==> src/rtl/printf_integer_formatter_unit_defines.svh <==
// Assertion macros shared by the formatter RTL.
// Each macro samples on the rising edge of clk and is disabled while rst is high.
`ifndef PRINTF_INTEGER_FORMATTER_UNIT_DEFINES_SVH
`define PRINTF_INTEGER_FORMATTER_UNIT_DEFINES_SVH

// The consequent must hold in the same cycle as the antecedent.
`define PIF_ASSERT_IMP(lbl, ante, cons, msg) \
  lbl: assert property (@(posedge clk) disable iff (rst) (ante) |-> (cons)) \
    else $error(msg);

// The consequent must hold in the cycle after the antecedent.
`define PIF_ASSERT_NEXT(lbl, ante, cons, msg) \
  lbl: assert property (@(posedge clk) disable iff (rst) (ante) |=> (cons)) \
    else $error(msg);

`endif

==> src/rtl/pif_pkg.sv <==
`timescale 1ns / 1ps

package pif_pkg;

  // Width of all field length and position arithmetic
  localparam int LEN_W = 8;

  // Conversion kinds
  localparam logic [2:0] OP_SDEC = 3'd0;
  localparam logic [2:0] OP_UDEC = 3'd1;
  localparam logic [2:0] OP_OCT  = 3'd2;
  localparam logic [2:0] OP_HEXL = 3'd3;
  localparam logic [2:0] OP_HEXU = 3'd4;
  localparam logic [2:0] OP_PTR  = 3'd5;
  localparam logic [2:0] OP_CHAR = 3'd6;
  localparam logic [2:0] OP_PCT  = 3'd7;

  // Operand sizes
  localparam logic [1:0] LM_INT   = 2'd0;
  localparam logic [1:0] LM_SHORT = 2'd1;

  // ASCII codes
  localparam logic [7:0] CH_NUL   = 8'h00;
  localparam logic [7:0] CH_SPACE = 8'h20;
  localparam logic [7:0] CH_PCT   = 8'h25;
  localparam logic [7:0] CH_PLUS  = 8'h2B;
  localparam logic [7:0] CH_MINUS = 8'h2D;
  localparam logic [7:0] CH_ZERO  = 8'h30;
  localparam logic [7:0] CH_UA    = 8'h41;
  localparam logic [7:0] CH_UX    = 8'h58;
  localparam logic [7:0] CH_LA    = 8'h61;
  localparam logic [7:0] CH_LX    = 8'h78;

  typedef enum logic [7:0] {
    S_IDLE = 8'b0000_0001,
    S_CONV = 8'b0000_0010,
    S_NORM = 8'b0000_0100,
    S_PLAN = 8'b0000_1000,
    S_SIZE = 8'b0001_0000,
    S_PAD  = 8'b0010_0000,
    S_LAY  = 8'b0100_0000,
    S_EMIT = 8'b1000_0000
  } state_t;

  // Map one digit value to its ASCII character
  function automatic logic [7:0] digit_char(input logic [3:0] nib, input logic upper);
    logic [7:0] n8;
    n8 = {4'd0, nib};
    if (nib < 4'd10) begin
      return CH_ZERO + n8;
    end
    return (upper ? CH_UA : CH_LA) + n8 - 8'd10;
  endfunction

endpackage

==> src/rtl/printf_integer_formatter_unit.sv <==
`timescale 1ns / 1ps
`include "printf_integer_formatter_unit_defines.svh"

// printf integer formatter: turns one integer, character or percent conversion
// request into the ASCII characters of the formatted field.
// Request channel: drive the request fields and pulse start; the request is
// taken on a rising edge with start high and busy low. busy stays high until
// the last character of the field has been issued.
// Result channel: each character appears for exactly one cycle with strobe
// high; last marks the final one. An empty field gives a single transfer with
// char_valid low and last high. The receiver cannot stall the block.
// Sequence from the accepting edge to the first character: the bit-serial
// conversion (a bit per step for decimal, an octal or hex digit per step
// otherwise, over MAG_W = VALUE_BITS rounded up past the next multiple of 12,
// so 72 for 64-bit values), then leading-zero removal of up to NDIG digits
// (NDIG = MAG_W/3), then the layout states PLAN, SIZE, PAD and LAY and the
// output state EMIT; character and percent skip conversion and zero removal.
// Characters then follow one per cycle, at most min(MAX_FIELD, 64).
// busy drops in the cycle that shows the last character, so the next request
// may be taken there. Reset returns the block to idle and drops strobe.
module printf_integer_formatter_unit import pif_pkg::*; #(
  parameter int MAX_FIELD  = 64,
  parameter int VALUE_BITS = 64
) (
  input  logic        clk,
  input  logic        rst,
  input  logic        start,
  output logic        busy,
  input  logic [2:0]  opcode,
  input  logic [1:0]  length_mode,
  input  logic [63:0] operand,
  input  logic        flag_left,
  input  logic        flag_plus,
  input  logic        flag_space,
  input  logic        flag_alt,
  input  logic        flag_zero,
  input  logic [6:0]  field_width,
  input  logic        has_precision,
  input  logic [6:0]  min_digits,
  output logic        strobe,
  output logic [7:0]  out_char,
  output logic        char_valid,
  output logic        last
);

  localparam int MAG_W = ((VALUE_BITS + 12) / 12) * 12;
  localparam int NDIG  = MAG_W / 3;
  localparam int DIG_W = NDIG * 4;
  localparam int CNT_W = $clog2(MAG_W + 1);
  localparam int ND_W  = $clog2(NDIG + 1);
  localparam int LIMIT = (MAX_FIELD < 64) ? MAX_FIELD : 64;

  state_t state;

  // Request registers
  logic [2:0]       opc;
  logic             f_left;
  logic             f_alt;
  logic             f_zp;
  logic             f_prec;
  logic [6:0]       prec;
  logic [6:0]       fw;
  logic             sign_on;
  logic [7:0]       sign_ch;
  logic [7:0]       chr;

  // Conversion shift registers
  logic [MAG_W-1:0] mag;
  logic [DIG_W-1:0] dig;
  logic [CNT_W-1:0] cnt;
  logic [ND_W-1:0]  ndig;

  // Layout registers
  logic [LEN_W-1:0] zeros;
  logic [1:0]       npre;
  logic [LEN_W-1:0] body;
  logic [LEN_W-1:0] pad;
  logic [LEN_W-1:0] b_lpad;
  logic [LEN_W-1:0] b_sign;
  logic [LEN_W-1:0] b_pre;
  logic [LEN_W-1:0] b_zeros;
  logic [LEN_W-1:0] b_dig;
  logic [LEN_W-1:0] len;
  logic [LEN_W-1:0] p;

  // Request decode
  logic                  size16;
  logic                  size32;
  logic                  sbit;
  logic                  neg;
  logic                  req_single;
  logic [VALUE_BITS-1:0] op_mask;
  logic [VALUE_BITS-1:0] op_v;
  logic [VALUE_BITS-1:0] op_mag;
  logic [CNT_W-1:0]      steps;

  always_comb begin
    size16     = (length_mode == LM_SHORT) && (opcode != OP_PTR);
    size32     = (length_mode == LM_INT) && (opcode != OP_PTR);
    req_single = opcode inside {OP_CHAR, OP_PCT};
    if (size16) begin
      op_mask = VALUE_BITS'(16'hFFFF);
      sbit    = operand[15];
    end else if (size32) begin
      op_mask = VALUE_BITS'(32'hFFFF_FFFF);
      sbit    = operand[31];
    end else begin
      op_mask = '1;
      sbit    = operand[VALUE_BITS-1];
    end
    op_v   = operand[VALUE_BITS-1:0] & op_mask;
    neg    = (opcode == OP_SDEC) && sbit;
    op_mag = neg ? ((~op_v + VALUE_BITS'(1)) & op_mask) : op_v;
    case (opcode)
      OP_SDEC, OP_UDEC: steps = CNT_W'(MAG_W);
      OP_OCT:           steps = CNT_W'(MAG_W / 3);
      default:          steps = CNT_W'(MAG_W / 4);
    endcase
  end

  // One conversion step: a bit for decimal, an octal or hex digit otherwise
  logic [DIG_W-1:0] dd;
  logic [DIG_W-1:0] dig_next;
  logic [MAG_W-1:0] mag_next;

  always_comb begin
    dd = dig;
    for (int i = 0; i < NDIG; i++) begin
      if (dig[i*4 +: 4] >= 4'd5) begin
        dd[i*4 +: 4] = dig[i*4 +: 4] + 4'd3;
      end
    end
    case (opc)
      OP_SDEC, OP_UDEC: begin
        dig_next = {dd[DIG_W-2:0], mag[MAG_W-1]};
        mag_next = {mag[MAG_W-2:0], 1'b0};
      end
      OP_OCT: begin
        dig_next = {dig[DIG_W-5:0], 1'b0, mag[MAG_W-1 -: 3]};
        mag_next = {mag[MAG_W-4:0], 3'd0};
      end
      default: begin
        dig_next = {dig[DIG_W-5:0], mag[MAG_W-1 -: 4]};
        mag_next = {mag[MAG_W-5:0], 4'd0};
      end
    endcase
  end

  // Precision zeros and prefix length
  logic [LEN_W-1:0] mind;
  logic [LEN_W-1:0] ndig_l;
  logic [LEN_W-1:0] zeros_next;
  logic [1:0]       npre_next;
  logic             single;

  always_comb begin
    single = opc inside {OP_CHAR, OP_PCT};
    mind   = f_prec ? LEN_W'(prec) : LEN_W'(1);
    ndig_l = LEN_W'(ndig);
    zeros_next = (mind > ndig_l) ? (mind - ndig_l) : '0;
    if ((opc == OP_OCT) && f_alt && (zeros_next == '0)) begin
      zeros_next = LEN_W'(1);
    end
    if (single) begin
      zeros_next = '0;
    end
    if (opc == OP_PTR) begin
      npre_next = 2'd2;
    end else if ((opc == OP_HEXL || opc == OP_HEXU) && f_alt && (ndig != '0)) begin
      npre_next = 2'd2;
    end else begin
      npre_next = 2'd0;
    end
  end

  // Layout boundaries
  logic [LEN_W-1:0] lead;
  logic [LEN_W-1:0] zpad;

  always_comb begin
    lead = (!f_left && !f_zp) ? pad : '0;
    zpad = f_zp ? pad : '0;
  end

  // Character at the current position
  logic [7:0] emit_ch;
  logic       emit_dig;
  logic       emit_last;

  always_comb begin
    emit_dig = 1'b0;
    if (p < b_lpad) begin
      emit_ch = CH_SPACE;
    end else if (p < b_sign) begin
      emit_ch = sign_ch;
    end else if (p < b_pre) begin
      emit_ch = (p == b_sign) ? CH_ZERO : ((opc == OP_HEXU) ? CH_UX : CH_LX);
    end else if (p < b_zeros) begin
      emit_ch = CH_ZERO;
    end else if (p < b_dig) begin
      emit_ch  = single ? chr : digit_char(dig[DIG_W-1 -: 4], opc == OP_HEXU);
      emit_dig = 1'b1;
    end else begin
      emit_ch = CH_SPACE;
    end
    emit_last = ((p + LEN_W'(1)) == len) || ((p + LEN_W'(1)) == LEN_W'(LIMIT));
  end

  assign busy = (state != S_IDLE);

  // Control sequence
  always_ff @(posedge clk) begin
    if (rst) begin
      state  <= S_IDLE;
      strobe <= 1'b0;
    end else begin
      strobe <= 1'b0;
      case (state)
        S_IDLE: begin
          if (start) begin
            state <= req_single ? S_PLAN : S_CONV;
          end
        end
        S_CONV: begin
          if (cnt == CNT_W'(1)) begin
            state <= S_NORM;
          end
        end
        S_NORM: begin
          if (!((ndig != '0) && (dig[DIG_W-1 -: 4] == 4'd0))) begin
            state <= S_PLAN;
          end
        end
        S_PLAN: state <= S_SIZE;
        S_SIZE: state <= S_PAD;
        S_PAD:  state <= S_LAY;
        S_LAY:  state <= S_EMIT;
        S_EMIT: begin
          strobe <= 1'b1;
          if ((len == '0) || emit_last) begin
            state <= S_IDLE;
          end
        end
        default: state <= S_IDLE;
      endcase
    end
  end

  // Datapath
  always_ff @(posedge clk) begin
    case (state)
      S_IDLE: begin
        // Hold the request and load the magnitude
        opc     <= opcode;
        f_left  <= flag_left;
        f_alt   <= flag_alt;
        f_zp    <= flag_zero && !flag_left && !has_precision && !req_single;
        f_prec  <= has_precision;
        prec    <= min_digits;
        fw      <= field_width;
        sign_on <= (opcode == OP_SDEC) && (neg || flag_plus || flag_space);
        sign_ch <= neg ? CH_MINUS : (flag_plus ? CH_PLUS : CH_SPACE);
        chr     <= (opcode == OP_CHAR) ? operand[7:0] : CH_PCT;
        mag     <= {{(MAG_W - VALUE_BITS){1'b0}}, op_mag};
        dig     <= '0;
        cnt     <= steps;
        ndig    <= ND_W'(1);
      end
      S_CONV: begin
        dig <= dig_next;
        mag <= mag_next;
        cnt <= cnt - CNT_W'(1);
        if (cnt == CNT_W'(1)) begin
          ndig <= ND_W'(NDIG);
        end
      end
      S_NORM: begin
        // Drop leading zero digits
        if ((ndig != '0) && (dig[DIG_W-1 -: 4] == 4'd0)) begin
          dig  <= {dig[DIG_W-5:0], 4'd0};
          ndig <= ndig - ND_W'(1);
        end
      end
      S_PLAN: begin
        zeros <= zeros_next;
        npre  <= npre_next;
      end
      S_SIZE: begin
        body <= LEN_W'(sign_on) + LEN_W'(npre) + zeros + LEN_W'(ndig);
      end
      S_PAD: begin
        pad <= (LEN_W'(fw) > body) ? (LEN_W'(fw) - body) : '0;
      end
      S_LAY: begin
        b_lpad  <= lead;
        b_sign  <= lead + LEN_W'(sign_on);
        b_pre   <= lead + LEN_W'(sign_on) + LEN_W'(npre);
        b_zeros <= lead + zpad + LEN_W'(sign_on) + LEN_W'(npre) + zeros;
        b_dig   <= lead + zpad + body;
        len     <= body + pad;
        p       <= '0;
      end
      S_EMIT: begin
        // Issue one character and advance
        if (len == '0) begin
          out_char   <= CH_NUL;
          char_valid <= 1'b0;
          last       <= 1'b1;
        end else begin
          out_char   <= emit_ch;
          char_valid <= 1'b1;
          last       <= emit_last;
          p          <= p + LEN_W'(1);
          if (emit_dig) begin
            dig <= {dig[DIG_W-5:0], 4'd0};
          end
        end
      end
      default: begin
      end
    endcase
  end

  `PIF_ASSERT_NEXT(a_start_busy, start && !busy, busy, "accepted request did not raise busy")
  `PIF_ASSERT_IMP(a_last_idle, strobe && last, !busy, "still busy after last transfer")
  `PIF_ASSERT_IMP(a_empty_last, strobe && !char_valid, last, "empty marker without last")
  `PIF_ASSERT_IMP(a_emit_limit, state == S_EMIT, p < LEN_W'(LIMIT), "field ran past limit")

endmodule
==> config.mk <==
export PLATFORM = sky130hd
export DESIGN_NAME = printf_integer_formatter_unit
export DESIGN_NICKNAME = d
export VERILOG_FILES = /design/src/rtl/pif_pkg.sv /design/src/rtl/printf_integer_formatter_unit.sv
export VERILOG_INCLUDE_DIRS = /design/src /design/src/rtl
export SDC_FILE = /design/constraint.sdc
export NUM_CORES = 1
export LEC_CHECK = 0
export BUFFER_PORTS_ARGS = -buffer_cell sky130_fd_sc_hd__buf_2
export CELL_PAD_IN_SITES_DETAIL_PLACEMENT = 1
export CELL_PAD_IN_SITES_GLOBAL_PLACEMENT = 1
export CORE_MARGIN = 4
export CORE_UTILIZATION = 48
export DETAILED_ROUTE_END_ITERATION = 12
export PLACE_DENSITY_LB_ADDON = 0.1
export SYNTH_ARGS = -nofsm -noshare
export SYNTH_HDL_FRONTEND = slang
export SYNTH_SLANG_ARGS = --single-unit
==> constraint.sdc <==
create_clock -name clk -period 8.6 [get_ports clk]
set_clock_uncertainty 0.05 [all_clocks]
set_input_delay 1.72 -clock clk [delete_from_list [all_inputs] [get_ports clk]]
set_output_delay 1.72 -clock clk [all_outputs]
set_load 0.05 [all_outputs]
==> run metrics <==
fill cell count 4,730; layout cells sized above 1 0.0898; Synth area leader edfxtp_1; post-CTS setup buffers 0; slew at the pin with the worst max-slew slack 1.12 ns; final setup violation count 0; first-pass GRT wire length 93,400 um; EDFF count, synth 303; Starting Density 0.487; period utilization 0.520; crit-path max FO 32; kind of end point of the critical path flop; Clk pin slew, worst setup/hold paths 0.06 ns; antenna cells 0; clock sink total 312; Register Area between 9000 and 10,000 sq um; Die W 215 um; Post-DRT Antenna Nets 0; Top reg by flops dig; CTS tree done; Max Clock Freq around 220 MHz; Multi-input gate area 10,400 sq um; fin. max-slew vios 0; crit-path cells buf_2 > nor3_1 > and3_1 > nor2_2 > buf_4 > inv_1 > o31a_1 > nor2_1 > xor2_1 > o22ai_1; pwr/cell area 283 nW/um^2; Iteration-0 DRC Markers 1,066; top flop regs dig (96), mag (72); die area between 40,000 and 50,000 sq um; cells after synthesis ~2,100; top-count cell post-synth edfxtp_1; Slowest cell on crit path inv_1; Yosys cell types 71; Setup CP Type in2reg; Slew headroom 0.255; Seq/Total Area, Yosys 0.452; placed insts 2,661; Layout area overhead 10.7%; I/O Pins 104; min Tclk post-route 4.47 ns; Tot GR Track Use 0.246; Leak Pwr between 0.008 and 0.009 uW; Max Cap Viol 0; DP HPWL between 40,000 and 50,000 um; CTS buffer count 39; initial antenna violation count 0; total global routing overflow 0; yosys warns 0; die height ~210 um; Largest register FFs 96; Worst Path Required 8.80 ns; Post-synth top flop edfxtp_1; NumNets Final 2,412; Synth Register Bits 312; Syn Nets 2,330; clk root buf clkbuf_16; Max VDD drop 204 uV; port bufs roughly 100; Via density 6.02; CP arrival 4.68 ns; DRC errors left 0; vias in the first global route 17,300; worst skew pair latency 0.57 ns; RSZ-0062 raised after global routing false; GPL Wtd Cong 0.872; drt total wl 57,800 um; CP Launch Type input port; WL per Instance 21.2 um; CP max stage delay a little under 0.8 ns; Clock Tree Buf Depth 3; Synth area leaders edfxtp_1, ha_1, a21oi_1; asr flop ratio synth 0; final setup TNS 0 ns; Worst Hold Class reg2reg; outcome completed; Post-CTS Hold Fix Bufs 0; Pre-Repair DR Iteration Count 5; Avg Inst Size Synth 9.86 sq um; Placement Rows 75; Non-Filler Instances roughly 2,700; Yosys top cell area share 0.443; number of hold violations in the final report 0; commonest cells in the netlist edfxtp_1, a21oi_1, nand2_1, ha_1, inv_1; Syn Std Cell Area 20,500 sq um; Core Footprint 42,100 sq um; post-CTS sizing 0; via count between 15,000 and 20,000; largest net degree at the start of global routing 93; H-Tree Depth 2
## per-stage QoR
stage	setup WS, ns	power, uW	cell area (sq um)	util	hold slack [ns]
floorplan	2.91	4120	20500	-	0.446
global placement	3.69	4650	21500	0.509	0.511
detailed placement	3.60	4780	21500	0.509	0.562
CTS	4.17	6470	22700	0.539	0.575
global route	3.97	6860	22700	0.539	0.602
finish	4.13	6430	22700	0.539	0.565
## cells in the final DEF (no fill, tap or decap), types with 11 or more instances in the layout
cell / count
ha_1: 147
clkinv_1: 13
a21o_1: 18
buf_2: 103
nand2b_1: 34
nor4_1: 20
a22oi_1: 15
and2_1: 34
o31ai_1: 24
xnor2_1: 90
a21oi_1: 209
buf_4: 11
a31oi_1: 11
a22o_1: 53
nor2_1: 135
a211oi_1: 18
clkbuf_16: 41
nor3_1: 48
nand2_1: 169
o22ai_1: 39
edfxtp_1: 303
xor2_1: 71
o21ai_1: 33
nand3_1: 38
nor3b_1: 32
inv_1: 139
o21ai_0: 132
nor2b_1: 38
## where the power goes
part           internal (uW)  switching [uW]
logic                    817            1300
registers               2240             409
clock network            989             671
## cell families after synthesis
family / after synthesis / synth area share
compound gates: 618 / 0.184
mux: 2 / 0.000975
flops: 312 / 0.452
buf+inv: 214 / 0.0448
fa+ha+maj: 157 / 0.0994
simple gates: 617 / 0.150
xor+xnor: 161 / 0.0687
## layout make-up
type	instances	share of cell area
flip-flops and latches	312	0.408
repair buffers	114	0.0263
clock buffers	48	0.0463
inverters	141	0.0233
well taps	539	0.0297
multi-input cells	1555	0.457
clock inverters	23	0.00942
## routing by layer
layer  global-route usage  up-vias  share of wire
met5                    0        -              0
met4               0.0517        0          0.018
met3               0.0309       73          0.052
met2                0.415      417           0.48
met1                0.344     8165           0.45
li1                     -     7786              -
## worst max-delay path, delay by kind of cell
kind,cells,cell delay [ns]
buffers and inverters,3,1.20
AND/OR/NAND/NOR,4,1.09
AO/OA/AOI/OAI,2,0.50
XOR/XNOR,1,0.16
## path summary, 6_finish.rpt
| check | start | end | slack, ns | cells past startpoint |
|---|---|---|---|---|
| worst max-delay path | opcode[0] | mag[49] | 4.13 | 10 |
| worst min-delay path | dig[49] | dig[53] | 0.57 | 2 |
| worst max register to register | p[2] | dig[22] | 4.33 | 9 |
| worst min register to register | dig[49] | dig[53] | 0.57 | 2 |
Note: power is estimated with default switching activity, not from simulation.
